File: src/hw/rtl/srbp_pkg.sv
// ----------------------------------------------------------------------------
// srbp_pkg
// Shared types and constants of the signed rice bit packer.
// ----------------------------------------------------------------------------
package srbp_pkg;

  localparam int VALUE_WIDTH          = 48;
  localparam int K_WIDTH              = 6;
  localparam int OFS_WIDTH            = 3;
  localparam int CODE_BITS_WIDTH      = 9;
  localparam int MAX_ITEMS            = 40;
  localparam int ITEM_CNT_WIDTH       = 6;
  localparam int MAX_QUOTIENT_DEFAULT = 255;

  localparam int CFG_DATA_WIDTH = 64;
  localparam int CFG_ADDR_WIDTH = 5;

  localparam logic [VALUE_WIDTH-1:0] DEFAULT_THRESHOLD = 48'd598987900929;
  localparam logic [VALUE_WIDTH-1:0] MODULUS_RESET     =
    (DEFAULT_THRESHOLD << 1) - VALUE_WIDTH'(1);
  localparam logic [K_WIDTH-1:0]     RICE_K_RESET      = 6'd8;
  localparam logic [OFS_WIDTH-1:0]   START_OFFSET_RESET = 3'd0;
  localparam logic [K_WIDTH-1:0]     K_MAX             = K_WIDTH'(VALUE_WIDTH - 1);
  localparam logic [CODE_BITS_WIDTH-1:0] CODE_BITS_MAX = '1;

  // register index, taken from paddr[4:3]
  typedef enum logic [1:0] {
    REG_MODULUS      = 2'd0,
    REG_RICE_K       = 2'd1,
    REG_START_OFFSET = 2'd2,
    REG_NONE         = 2'd3
  } reg_idx_t;

  typedef struct packed {
    logic [VALUE_WIDTH-1:0] coeff_value;
    logic                   block_end;
  } in_item_t;

  typedef struct packed {
    logic [7:0]                 out_byte;
    logic                       byte_valid;
    logic [CODE_BITS_WIDTH-1:0] code_bits;
    logic                       overflow;
    logic                       last;
  } out_item_t;

  typedef struct packed {
    logic load;
    logic calc1;
    logic calc2;
    logic step;
  } dp_cmd_t;

  typedef struct packed {
    logic finish;
    logic item;
  } dp_stat_t;

endpackage

File: src/hw/rtl/srbp_ctrl.sv
// ----------------------------------------------------------------------------
// srbp_ctrl
// Sequencer of the packer: load, calc1, calc2, one byte step per free cycle.
// ----------------------------------------------------------------------------
module srbp_ctrl (
  input  logic               clk,
  input  logic               rst_n,
  input  logic               in_valid,
  output logic               in_stall,
  output logic               out_valid,
  input  logic               out_stall,
  output srbp_pkg::dp_cmd_t  cmd,
  input  srbp_pkg::dp_stat_t stat
);
  import srbp_pkg::*;

  typedef enum logic [1:0] {
    ST_IDLE,
    ST_CALC1,
    ST_CALC2,
    ST_EMIT
  } state_t;

  state_t state_r, state_nxt;
  logic   out_valid_r, out_valid_nxt;
  logic   out_free;

  assign out_free = !out_valid_r || !out_stall;
  assign in_stall = (state_r != ST_IDLE);
  assign out_valid = out_valid_r;

  always_comb begin
    cmd.load  = (state_r == ST_IDLE) && in_valid;
    cmd.calc1 = (state_r == ST_CALC1);
    cmd.calc2 = (state_r == ST_CALC2);
    cmd.step  = (state_r == ST_EMIT) && out_free;
  end

  always_comb begin
    state_nxt = state_r;
    case (state_r)
      ST_IDLE:  if (in_valid) state_nxt = ST_CALC1;
      ST_CALC1: state_nxt = ST_CALC2;
      ST_CALC2: state_nxt = ST_EMIT;
      ST_EMIT:  if (cmd.step && stat.finish) state_nxt = ST_IDLE;
      default:  state_nxt = ST_IDLE;
    endcase
    if (cmd.step) begin
      out_valid_nxt = stat.item;
    end else begin
      out_valid_nxt = out_valid_r && out_stall;
    end
  end

  always_ff @(posedge clk) begin
    if (!rst_n) begin
      state_r     <= ST_IDLE;
      out_valid_r <= 1'b0;
    end else begin
      state_r     <= state_nxt;
      out_valid_r <= out_valid_nxt;
    end
  end

endmodule

File: src/hw/rtl/srbp_datapath.sv
// ----------------------------------------------------------------------------
// srbp_datapath
// Sign fold, quotient split and byte assembly of the rice code.
// ----------------------------------------------------------------------------
module srbp_datapath #(
  parameter int MAX_QUOTIENT = srbp_pkg::MAX_QUOTIENT_DEFAULT
) (
  input  logic                                clk,
  input  logic                                rst_n,
  input  srbp_pkg::dp_cmd_t                   cmd,
  output srbp_pkg::dp_stat_t                  stat,
  input  srbp_pkg::in_item_t                  in_data,
  input  logic [srbp_pkg::VALUE_WIDTH-1:0]    modulus,
  input  logic [srbp_pkg::K_WIDTH-1:0]        rice_k,
  input  logic [srbp_pkg::OFS_WIDTH-1:0]      start_offset,
  output srbp_pkg::out_item_t                 out_data
);
  import srbp_pkg::*;

  localparam int QW    = $clog2(MAX_QUOTIENT + 1);
  localparam int LW    = $clog2(MAX_QUOTIENT + VALUE_WIDTH + 2);
  localparam int CLW   = (LW > CODE_BITS_WIDTH) ? LW : CODE_BITS_WIDTH;
  localparam int RIX_W = $clog2(VALUE_WIDTH);

  // item and block state
  logic [VALUE_WIDTH-1:0]     v_r;
  logic                       end_r;
  logic                       in_block_r;
  logic [2:0]                 bitpos_r;
  logic [7:0]                 partial_r;
  logic                       sign_r;
  logic [VALUE_WIDTH-1:0]     mag_r;
  logic [K_WIDTH-1:0]         k_r;
  logic [QW-1:0]              q_r;
  logic [LW-1:0]              len_r;
  logic                       ovf_r;
  logic [CODE_BITS_WIDTH-1:0] codelen_r;
  logic [LW-1:0]              pos_r;
  logic [ITEM_CNT_WIDTH-1:0]  cnt_r;
  out_item_t                  out_r;

  // first compute cycle
  logic [VALUE_WIDTH:0]   thr_sum;
  logic [VALUE_WIDTH-1:0] thr;
  logic                   sign_c;
  logic [VALUE_WIDTH-1:0] mag_c;
  logic [K_WIDTH-1:0]     k_c;

  always_comb begin
    thr_sum = {1'b0, modulus} + (VALUE_WIDTH+1)'(1);
    thr     = thr_sum[VALUE_WIDTH:1];
    sign_c  = (v_r > thr);
    mag_c   = sign_c ? (modulus - v_r) : v_r;
    k_c     = (rice_k > K_MAX) ? K_MAX : rice_k;
  end

  // second compute cycle
  logic [VALUE_WIDTH-1:0] shifted;
  logic                   ovf_c;
  logic [QW-1:0]          q_c;
  logic [LW-1:0]          len_c;
  logic [CLW-1:0]         len_ext;
  logic [CODE_BITS_WIDTH-1:0] codelen_c;

  always_comb begin
    shifted   = mag_r >> k_r;
    ovf_c     = (shifted > VALUE_WIDTH'(MAX_QUOTIENT));
    q_c       = shifted[QW-1:0];
    len_c     = LW'(q_c) + LW'(k_r) + LW'(2);
    len_ext   = CLW'(len_c);
    codelen_c = (len_ext > CLW'(CODE_BITS_MAX)) ? CODE_BITS_MAX
                                                 : len_ext[CODE_BITS_WIDTH-1:0];
  end

  // byte step
  logic [LW-1:0]  rem;
  logic [3:0]     room;
  logic [3:0]     n;
  logic [3:0]     fill;
  logic           full;
  logic [LW-1:0]  r_after;
  logic [LW-1:0]  qx;
  logic [LW-1:0]  idx;
  logic [LW-1:0]  rix;
  logic [7:0]     bits;
  logic [7:0]     byte_nxt;
  logic           flush;
  logic           room_left;
  logic           item_c;
  logic           last_c;

  always_comb begin
    rem     = len_r - pos_r;
    room    = 4'd8 - {1'b0, bitpos_r};
    n       = (rem < LW'(room)) ? rem[3:0] : room;
    fill    = {1'b0, bitpos_r} + n;
    full    = fill[3];
    r_after = rem - LW'(n);
    qx      = LW'(q_r);
    bits    = '0;
    idx     = '0;
    rix     = '0;
    for (int s = 0; s < 8; s++) begin
      if ((4'(s) >= {1'b0, bitpos_r}) && (4'(s) < fill)) begin
        idx = pos_r + LW'(s) - LW'(bitpos_r);
        rix = idx - qx - LW'(2);
        if (idx == '0) begin
          bits[s] = sign_r;
        end else if (idx <= qx) begin
          bits[s] = 1'b1;
        end else if (idx == qx + LW'(1)) begin
          bits[s] = 1'b0;
        end else if (rix < LW'(VALUE_WIDTH)) begin
          bits[s] = mag_r[rix[RIX_W-1:0]];
        end
      end
    end
    byte_nxt  = partial_r | bits;
    flush     = end_r && (fill[2:0] != 3'd0);
    room_left = (cnt_r < ITEM_CNT_WIDTH'(MAX_ITEMS));
    if (full) begin
      item_c = room_left;
      last_c = (r_after == '0) || ((r_after < LW'(8)) && !end_r)
               || (cnt_r == ITEM_CNT_WIDTH'(MAX_ITEMS - 1));
    end else if (flush) begin
      item_c = room_left;
      last_c = 1'b1;
    end else begin
      // an item that completes nothing still gives one empty beat
      item_c = (cnt_r == '0);
      last_c = 1'b1;
    end
  end

  assign stat.finish = !full;
  assign stat.item   = item_c;
  assign out_data    = out_r;

  always_ff @(posedge clk) begin
    if (!rst_n) begin
      in_block_r <= 1'b0;
      bitpos_r   <= '0;
      partial_r  <= '0;
    end else begin
      if (cmd.load && !in_block_r) begin
        in_block_r <= 1'b1;
        bitpos_r   <= start_offset;
        partial_r  <= '0;
      end
      if (cmd.step) begin
        if (full) begin
          bitpos_r  <= '0;
          partial_r <= '0;
        end else if (end_r) begin
          in_block_r <= 1'b0;
          bitpos_r   <= '0;
          partial_r  <= '0;
        end else begin
          bitpos_r  <= fill[2:0];
          partial_r <= byte_nxt;
        end
      end
    end
  end

  always_ff @(posedge clk) begin
    if (cmd.load) begin
      v_r   <= in_data.coeff_value;
      end_r <= in_data.block_end;
    end
    if (cmd.calc1) begin
      sign_r <= sign_c;
      mag_r  <= mag_c;
      k_r    <= k_c;
    end
    if (cmd.calc2) begin
      q_r       <= q_c;
      ovf_r     <= ovf_c;
      len_r     <= ovf_c ? '0 : len_c;
      codelen_r <= ovf_c ? '0 : codelen_c;
      pos_r     <= '0;
      cnt_r     <= '0;
    end
    if (cmd.step) begin
      if (full) begin
        pos_r <= pos_r + LW'(n);
      end
      if (item_c) begin
        cnt_r              <= cnt_r + ITEM_CNT_WIDTH'(1);
        out_r.out_byte     <= (full || flush) ? byte_nxt : 8'd0;
        out_r.byte_valid   <= full || flush;
        out_r.code_bits    <= codelen_r;
        out_r.overflow     <= ovf_r;
        out_r.last         <= last_c;
      end
    end
  end

endmodule

File: src/hw/rtl/signed_rice_bit_packer_top.sv
// ----------------------------------------------------------------------------
// signed_rice_bit_packer_top
// Signed rice coder that packs code bits lsb-first into a byte stream.
//
//   channel | direction | handshake               | payload
//   in_     | input     | in_valid / in_stall     | in_item_t  (coeff, block end)
//   out_    | output    | out_valid / out_stall   | out_item_t (one byte per beat)
//   cfg_    | input     | apb, pready tied high   | modulus, rice_k, start_offset
//
// an item passes through the accepting cycle, the compute states calc1 and
// calc2, one byte step per completed byte and a closing step that flushes
// the partial byte or gives the empty beat.
// reset is synchronous on rst_n and leaves no block open.
// each cycle that a beat waits under out_stall holds the byte step;
// in_stall is high from acceptance until the closing step.
// ----------------------------------------------------------------------------
module signed_rice_bit_packer_top #(
  parameter int MAX_QUOTIENT = srbp_pkg::MAX_QUOTIENT_DEFAULT
) (
  input  logic                                 clk,
  input  logic                                 rst_n,
  input  logic                                 in_valid,
  output logic                                 in_stall,
  input  srbp_pkg::in_item_t                   in_data,
  output logic                                 out_valid,
  input  logic                                 out_stall,
  output srbp_pkg::out_item_t                  out_data,
  input  logic                                 cfg_psel,
  input  logic                                 cfg_penable,
  input  logic                                 cfg_pwrite,
  input  logic [srbp_pkg::CFG_ADDR_WIDTH-1:0]  cfg_paddr,
  input  logic [srbp_pkg::CFG_DATA_WIDTH-1:0]  cfg_pwdata,
  output logic [srbp_pkg::CFG_DATA_WIDTH-1:0]  cfg_prdata,
  output logic                                 cfg_pready
);
  import srbp_pkg::*;

  logic [VALUE_WIDTH-1:0] modulus_r;
  logic [K_WIDTH-1:0]     rice_k_r;
  logic [OFS_WIDTH-1:0]   start_offset_r;
  reg_idx_t               reg_idx;
  logic                   cfg_wr;
  dp_cmd_t                cmd;
  dp_stat_t               stat;

  assign cfg_pready = 1'b1;
  assign cfg_wr     = cfg_psel && cfg_penable && cfg_pwrite;
  assign reg_idx    = reg_idx_t'(cfg_paddr[4:3]);

  always_ff @(posedge clk) begin
    if (!rst_n) begin
      modulus_r      <= MODULUS_RESET;
      rice_k_r       <= RICE_K_RESET;
      start_offset_r <= START_OFFSET_RESET;
    end else if (cfg_wr) begin
      case (reg_idx)
        REG_MODULUS:      modulus_r      <= cfg_pwdata[VALUE_WIDTH-1:0];
        REG_RICE_K:       rice_k_r       <= cfg_pwdata[K_WIDTH-1:0];
        REG_START_OFFSET: start_offset_r <= cfg_pwdata[OFS_WIDTH-1:0];
        default: ;
      endcase
    end
  end

  always_comb begin
    case (reg_idx)
      REG_MODULUS:      cfg_prdata = CFG_DATA_WIDTH'(modulus_r);
      REG_RICE_K:       cfg_prdata = CFG_DATA_WIDTH'(rice_k_r);
      REG_START_OFFSET: cfg_prdata = CFG_DATA_WIDTH'(start_offset_r);
      default:          cfg_prdata = '0;
    endcase
  end

  srbp_ctrl u_ctrl (
    .clk       (clk),
    .rst_n     (rst_n),
    .in_valid  (in_valid),
    .in_stall  (in_stall),
    .out_valid (out_valid),
    .out_stall (out_stall),
    .cmd       (cmd),
    .stat      (stat)
  );

  srbp_datapath #(
    .MAX_QUOTIENT (MAX_QUOTIENT)
  ) u_datapath (
    .clk          (clk),
    .rst_n        (rst_n),
    .cmd          (cmd),
    .stat         (stat),
    .in_data      (in_data),
    .modulus      (modulus_r),
    .rice_k       (rice_k_r),
    .start_offset (start_offset_r),
    .out_data     (out_data)
  );

  // an empty beat only ever closes an item
  a_empty_is_last: assert property (@(posedge clk) disable iff (!rst_n)
    out_valid && !out_data.byte_valid |-> out_data.last)
    else $error("empty beat without last");

  // an overflowed coefficient codes no bits
  a_ovf_no_bits: assert property (@(posedge clk) disable iff (!rst_n)
    out_valid && out_data.overflow |-> out_data.code_bits == '0)
    else $error("overflow beat with nonzero code length");

  // one item at a time: input closes right after an acceptance
  a_one_item: assert property (@(posedge clk) disable iff (!rst_n)
    in_valid && !in_stall |=> in_stall)
    else $error("input open in the cycle after acceptance");

endmodule

File: config.mk
export PLATFORM = sky130hd
export DESIGN_NAME = signed_rice_bit_packer_top
export DESIGN_NICKNAME = d
export VERILOG_FILES = /design/src/hw/rtl/srbp_pkg.sv /design/src/hw/rtl/srbp_ctrl.sv /design/src/hw/rtl/srbp_datapath.sv /design/src/hw/rtl/signed_rice_bit_packer_top.sv
export SDC_FILE = /design/constraint.sdc
export NUM_CORES = 1
export LEC_CHECK = 0
export ABC_AREA = 0
export BUFFER_PORTS_ARGS = -buffer_cell sky130_fd_sc_hd__clkbuf_2
export CORE_MARGIN = 3
export CORE_UTILIZATION = 55
export CTS_BUF_LIST = sky130_fd_sc_hd__clkbuf_4 sky130_fd_sc_hd__clkbuf_8 sky130_fd_sc_hd__clkbuf_16
export CTS_CLUSTER_DIAMETER = 50
export DETAILED_ROUTE_END_ITERATION = 16
export PLACE_DENSITY = 0.83
export SLEW_MARGIN = 15
export SYNTH_ARGS = -nofsm -noshare
export SYNTH_HDL_FRONTEND = slang
export SYNTH_SLANG_ARGS = --single-unit
File: constraint.sdc
create_clock -name clk -period 13.7 [get_ports clk]
set_input_delay 1.37 -clock clk [delete_from_list [all_inputs] [get_ports clk]]
set_output_delay 1.37 -clock clk [all_outputs]
set_load 0.02 [all_outputs]
==> results of run 1 <==
==> state kept, by name, summed over array words and instances (netlist names), 2 cells and up <==
signal,flops
u_datapath.len_r,9
u_datapath.cnt_r,6
u_datapath.out_data,20
u_datapath.k_r,6
u_datapath.mag_r,48
u_datapath.codelen_r,9
u_datapath.v_r,48
modulus_r,48
start_offset_r,3
u_ctrl.state_r,2
u_datapath.pos_r,9
u_datapath.bitpos_r,3
u_datapath.partial_r,8
rice_k_r,6
u_datapath.q_r,8
==> cell type report <==
cell class,instances,area (um^2)
inverters,329,1230
repair buffers,201,1070
flip-flops and latches,238,6280
fillers,3989,18500
clock inverters,16,181
multi-input cells,2362,19100
clock buffers,46,1010
well taps,656,821
==> synthesized netlist by cell type (all sizes together) (50+ instances only) <==
library cell  instances  share of area (%)
a21o                 80                2.2
a21oi               195                3.7
and2                 66                1.5
buf                  51                1.1
clkbuf               83                1.2
dfxtp                87                6.4
edfxtp              151                 17
ha                  340                 16
inv                 327                4.5
mux2i                57                2.1
mux4                121                 10
nand2               271                3.8
nand3                80                1.5
nand4                50                1.2
nor2                138                1.9
nor3                 69                1.3
o21ai               168                3.1
xnor2               156                5.1
xor2                 83                2.7
==> critical path, stage by stage, from the launching register on <==
cell and delay, ns:
edfxtp_1 0.38, inv_1 0.16, ha_1 0.20, inv_1 0.06
fa_1 0.45, a211oi_2 0.27, o21bai_1 0.10, a211o_1 0.33
o31a_1 0.28, a2111o_1 0.44, nor3_1 0.51, o21ai_0 0.43
fa_1 0.52, xnor2_1 0.26, nand2_1 0.17, nand2_1 0.12
nand2_1 0.10, nor2_1 0.07, a2111oi_4 0.58, nor2_2 0.13
inv_2 0.41
==> worst paths after layout <==
check | endpoint | start | slack [ns] | cells past startpoint
setup / recovery | u_datapath.out_data[9] | u_datapath.len_r[0] | 7.35 | 20
hold / removal | u_datapath.out_data[3] | u_datapath.codelen_r[1] | 0.42 | 0
setup reg to reg | u_datapath.out_data[9] | u_datapath.len_r[0] | 7.35 | 20
hold reg to reg | u_datapath.out_data[3] | u_datapath.codelen_r[1] | 0.42 | 0
==> cells by family after synthesis <==
logic type,synth area share (%)
xor+xnor,7.84
buf+inv,6.77
mux,13.2
compound gates,16.7
fa+ha+maj,17.0
flops,23.2
simple gates,15.2
other cells,0.0277
==> layer usage <==
metal / GRT usage [%] / up-vias / part of all wire, %
met5: 0 / - / 0
met2: 45.7 / 1215 / 46
met4: 14.1 / 0 / 5.4
met3: 3.84 / 253 / 8.6
li1: - / 11300 / -
met1: 36.4 / 11200 / 40
==> through the flow <==
step           area (um^2)  utilization [%]  hold WS (ns)
2_1_floorplan        27100                -         0.400
3_3_place_gp         28500             59.1         0.407
3_5_place_dp         28500             59.1         0.406
4_1_cts              29600             61.6         0.421
5_1_grt              29700             61.6         0.427
6_report             29700             61.6         0.419
==> impl_results.md, run 1 <==
- Status: completed
- Max Clock Freq: 157 MHz
- Clock Tree Buf Depth: 3
- Die width: 228 um
- CP Capture Type: flop
- Clock Skew: 0.0185 ns
- DRT Pass-1 Iters: 8
- Worst Hold Class: reg2reg
- Mean Syn Cell Area: 8.89 um^2
- Area grow syn2layout: 9.46%
- Avg WL per Cell: 19.5 um
- Drt initial violations: 2391
- Clk root buf: clkbuf_16
- Crit-path max FO: 25
- Worst Path Required: 13.87 ns
- Max cap viols: 0
- # Post-CTS Setup Buffers: 0
- Total Routed Length: 75100 um
- Setup TNS: 0 ns
- Die Span Y: 228 um
- Worst Tran Pin Value: 1.17 ns
- Clk slew on worst S/H paths: 0.06 ns
- Placed Cells: 3786
- Total track usage: 27.9%
- DP Worst Slack: 7.53 ns
- Core footprint: 48100 um^2
- Worst path arrival time: 6.52 ns
- Fin. Hold Viols: 0
- H-tree Lvls: 2
- Post-cts sizing count: 0
- Global-route wire length before repair: 120000 um
- Synth unique cells: 92
- Final-stage net count: 3649
- Critical Path Source Type: flop
- Area of the mapped netlist: 27100 um^2
- Ports: 212
- CTS Hold Bufs: 0
- Commonest cells after routing, fill and taps aside: 338 x ha_1, 325 x inv_1, 270 x nand2_1
- Post-synth top flop: edfxtp_1
- Max Slew Vio Count: 0
- Port Buffers: 175
- Vias in the first global route: 23000
- Antenna viol nets, final: 0
- RSZ-0062 raised after global routing: false
- Row Count: 80
- Non-Filler Instances: 3848
- Clk Latency, worst-skew pair: 0.54 ns
- Setup WS post-layout: 7.35 ns
- Hpwl dp: 57800 um
- Post-synth EDFFs: 151
- Vias after detailed routing: 23900
- Worst slew margin: 21.2%
- Critical path class: reg2reg
- Clock buffer count from CTS: 34
- Cells after synthesis: 3048
- Ys async rst share: 0%
- GP Congestion: 0.995
- CTS Sinks: 238
- Initial Util: 56.3%
- DRC viols: 0
- Final Cycle Share: 46.4%
- Setup violators final: 0
- CTS tree: yes
- GRT Residual Overflow: 0
- Via density per instance: 6.21
- Min Tclk post-route: 6.35 ns
- Largest net degree at the start of global routing: 98
- Die area: 52000 um^2
- Antenna Cells: 0
- Commonest non-fill, non-tap cell in the layout: ha_1
- Initial antenna violation count: 0
- Sequential area share after synthesis: 23.2%
- Synth warn: 0
- FF+latch count, synth: 238
- Share of cells above drive strength 1: 14.0%
Power of run 1 is left out: the tool's default activity adds up to more than one toggle a clock period on the data nets, which glitch-free logic cannot reach.
==> inputs of run 2 (changes only) <==
clock period = 6 ns   (was 13.7 ns; I/O delays follow)
==> run 2 against run 1 <==
Maximum frequency rose by 11%. Cell area is 0.49% higher. Die area did not move. Via count rose by 1.2%. Hold slack lost 0.23 ns. Global-route usage rose by 0.61 points. Non-clock buffer count increased by 40. Critical path depth rose by 2. Core utilization up 0.30 points.
==> impl_results.md, run 2 (synthesis results as in run 1) <==
- Min Hold Slack: 0.190 ns (was 0.419 ns)
- Antenna viol nets, final: 0 (unchanged)
- Largest net degree at the start of global routing: 61 (was 98)
- Die width: 228 um (unchanged)
- Sequential Area: 6280 um^2 (unchanged)
- Worst Hold Class: in2reg (was reg2reg)
- Avg WL per Cell: 19.9 um (was 19.5 um)
- RSZ-0062 raised after global routing: false (unchanged)
- Layout fillers: 4009 (was 3989)
- DRT Pass-1 Iters: 6 (was 8)
- Worst path arrival time: 6.08 ns (was 6.52 ns)
- Clock buffer count from CTS: 29 (was 34)
- Core footprint: 48100 um^2 (unchanged)
- Vias after detailed routing: 24200 (was 23900)
- Max cap viols: 0 (unchanged)
- Commonest non-fill, non-tap cell in the layout: ha_1 (unchanged)
- Die Span Y: 228 um (unchanged)
- R2r setup slk: 0.28 ns (was 7.35 ns)
- CTS tree: yes (unchanged)
- Clock Skew: 0.0320 ns (was 0.0185 ns)
- Max Slew Vio Count: 0 (unchanged)
- GP Congestion: 1.00 (was 0.995)
- Global-route wire length before repair: 122000 um (was 120000 um)
- Worst Path Required: 6.37 ns (was 13.87 ns)
- Min Tclk post-route: 5.72 ns (was 6.35 ns)
- Ports: 212 (unchanged)
- Clock Tree Buf Depth: 3 (unchanged)
- Critical path class: reg2reg (unchanged)
- Crit-path max FO: 5 (was 25)
- Placed Cells: 3826 (was 3786)
- # Post-CTS Setup Buffers: 0 (unchanged)
- Max Clock Freq: 175 MHz (was 157 MHz)
- GRT Residual Overflow: 0 (unchanged)
- Die area: 52000 um^2 (unchanged)
- Area grow syn2layout: 10.0% (was 9.46%)
- Setup TNS: 0 ns (unchanged)
- Clk Latency, worst-skew pair: 0.58 ns (was 0.54 ns)
- DP Worst Slack: 0.427 ns (was 7.53 ns)
- Biggest regs: modulus_r: 48 flops, u_datapath.mag_r: 48 flops, u_datapath.v_r: 48 flops (unchanged)
- Setup violators final: 0 (unchanged)
- Via density per instance: 6.23 (was 6.21)
- Setup WS post-layout: 0.285 ns (was 7.35 ns)
- Port Buffers: 175 (unchanged)
- Fin. Hold Viols: 0 (unchanged)
- Critical Path Source Type: flop (unchanged)
- DRC viols: 0 (unchanged)
- Initial antenna violation count: 0 (unchanged)
- Vias in the first global route: 23200 (was 23000)
- Status: completed (unchanged)
- Area of the multi-input gates: 19100 um^2 (about the same)
- Total track usage: 28.5% (was 27.9%)
- Commonest cells after routing, fill and taps aside: 338 x ha_1, 325 x inv_1, 270 x nand2_1 (unchanged)
- Worst Tran Pin Value: 1.15 ns (was 1.17 ns)
- Antenna Cells: 0 (unchanged)
- CTS Sinks: 238 (unchanged)
- Worst slew margin: 22.5% (was 21.2%)
- Clk root buf: clkbuf_16 (unchanged)
- Hpwl dp: 60100 um (was 57800 um)
- Share of cells above drive strength 1: 14.9% (was 14.0%)
- Final-stage net count: 3684 (was 3649)
- Row Count: 80 (unchanged)
- H-tree Lvls: 1 (was 2)
- Final Cycle Share: 95.3% (was 46.4%)
- Total Routed Length: 77300 um (was 75100 um)
- CP Capture Type: flop (unchanged)
- Drt initial violations: 2576 (was 2391)
- Clk slew on worst S/H paths: 0.06 ns (about the same)
- Initial Util: 56.3% (unchanged)
- Non-Filler Instances: 3880 (was 3848)
run 2: cell types whose count changed in the layout (fill, tap and decap cells not counted), moves of 2 or more:
cell	previous run	this run
clkbuf_4	7	4
clkbuf_16	37	29
clkinv_2	0	6
buf_12	0	4
inv_6	6	4
buf_4	26	62
run 2: worst max-delay path, stage by stage (launching register included):
cell and delay (ns):
dfxtp_1 0.35, inv_1 0.22, ha_1 0.33, inv_1 0.12, ha_1 0.37, inv_1 0.09, ha_1 0.18, o21bai_1 0.18
xnor2_1 0.45, inv_1 0.14, ha_1 0.32, inv_1 0.07, ha_1 0.36, a21oi_1 0.22, o21bai_1 0.16, a21o_1 0.23
o21ai_0 0.22, a22oi_1 0.12, a2111oi_0 0.47, buf_4 0.20, nand3_1 0.07, a32o_1 0.26, a221oi_1 0.38
run 2: through the flow:
| step | util, % | cell area [um^2] |
|---|---|---|
| 3_3_place_gp | 59.8 | 28800 |
| 3_5_place_dp | 59.8 | 28800 |
| 5_1_grt | 61.9 | 29800 |
| 2_1_floorplan | - | 27100 |
| 6_report | 61.9 | 29800 |
| 4_1_cts | 61.9 | 29800 |
run 2: layout make-up:
cell class	instances	area share (%)
Timing Repair Buffer	241	4.77
Sequential cell	238	21.1
Inverter	329	4.14
Clock buffer	36	2.67
Clock inverter	18	0.613
Tap cell	656	2.75
Multi-Input combinational cell	2362	64.0
run 2: final timing paths:
path	cells past startpoint	end	start
setup / recovery	22	u_datapath.out_data[18]	u_datapath.pos_r[1]
hold / removal	1	u_datapath.end_r	in_data[0]
setup reg to reg	22	u_datapath.out_data[18]	u_datapath.pos_r[1]
hold reg to reg	0	u_datapath.out_data[3]	u_datapath.codelen_r[1]
run 2: routing by layer:
layer,wire (um),part of all wire (%),track usage [%],up-vias
met4,4360,5.6,14.1,0
met1,30600,40,36.6,11400
met3,6740,8.7,4.49,282
met5,0,0,0,-
li1,-,-,-,11300
met2,35600,46,47.1,1210
run 2: repair_timing:
action | CTS | global route
endpoints found under the setup margin | 0 | 19
resized for setup | 0 | 2
hold buffers | 0 | 0
Power of run 2 is left out for the same reason.
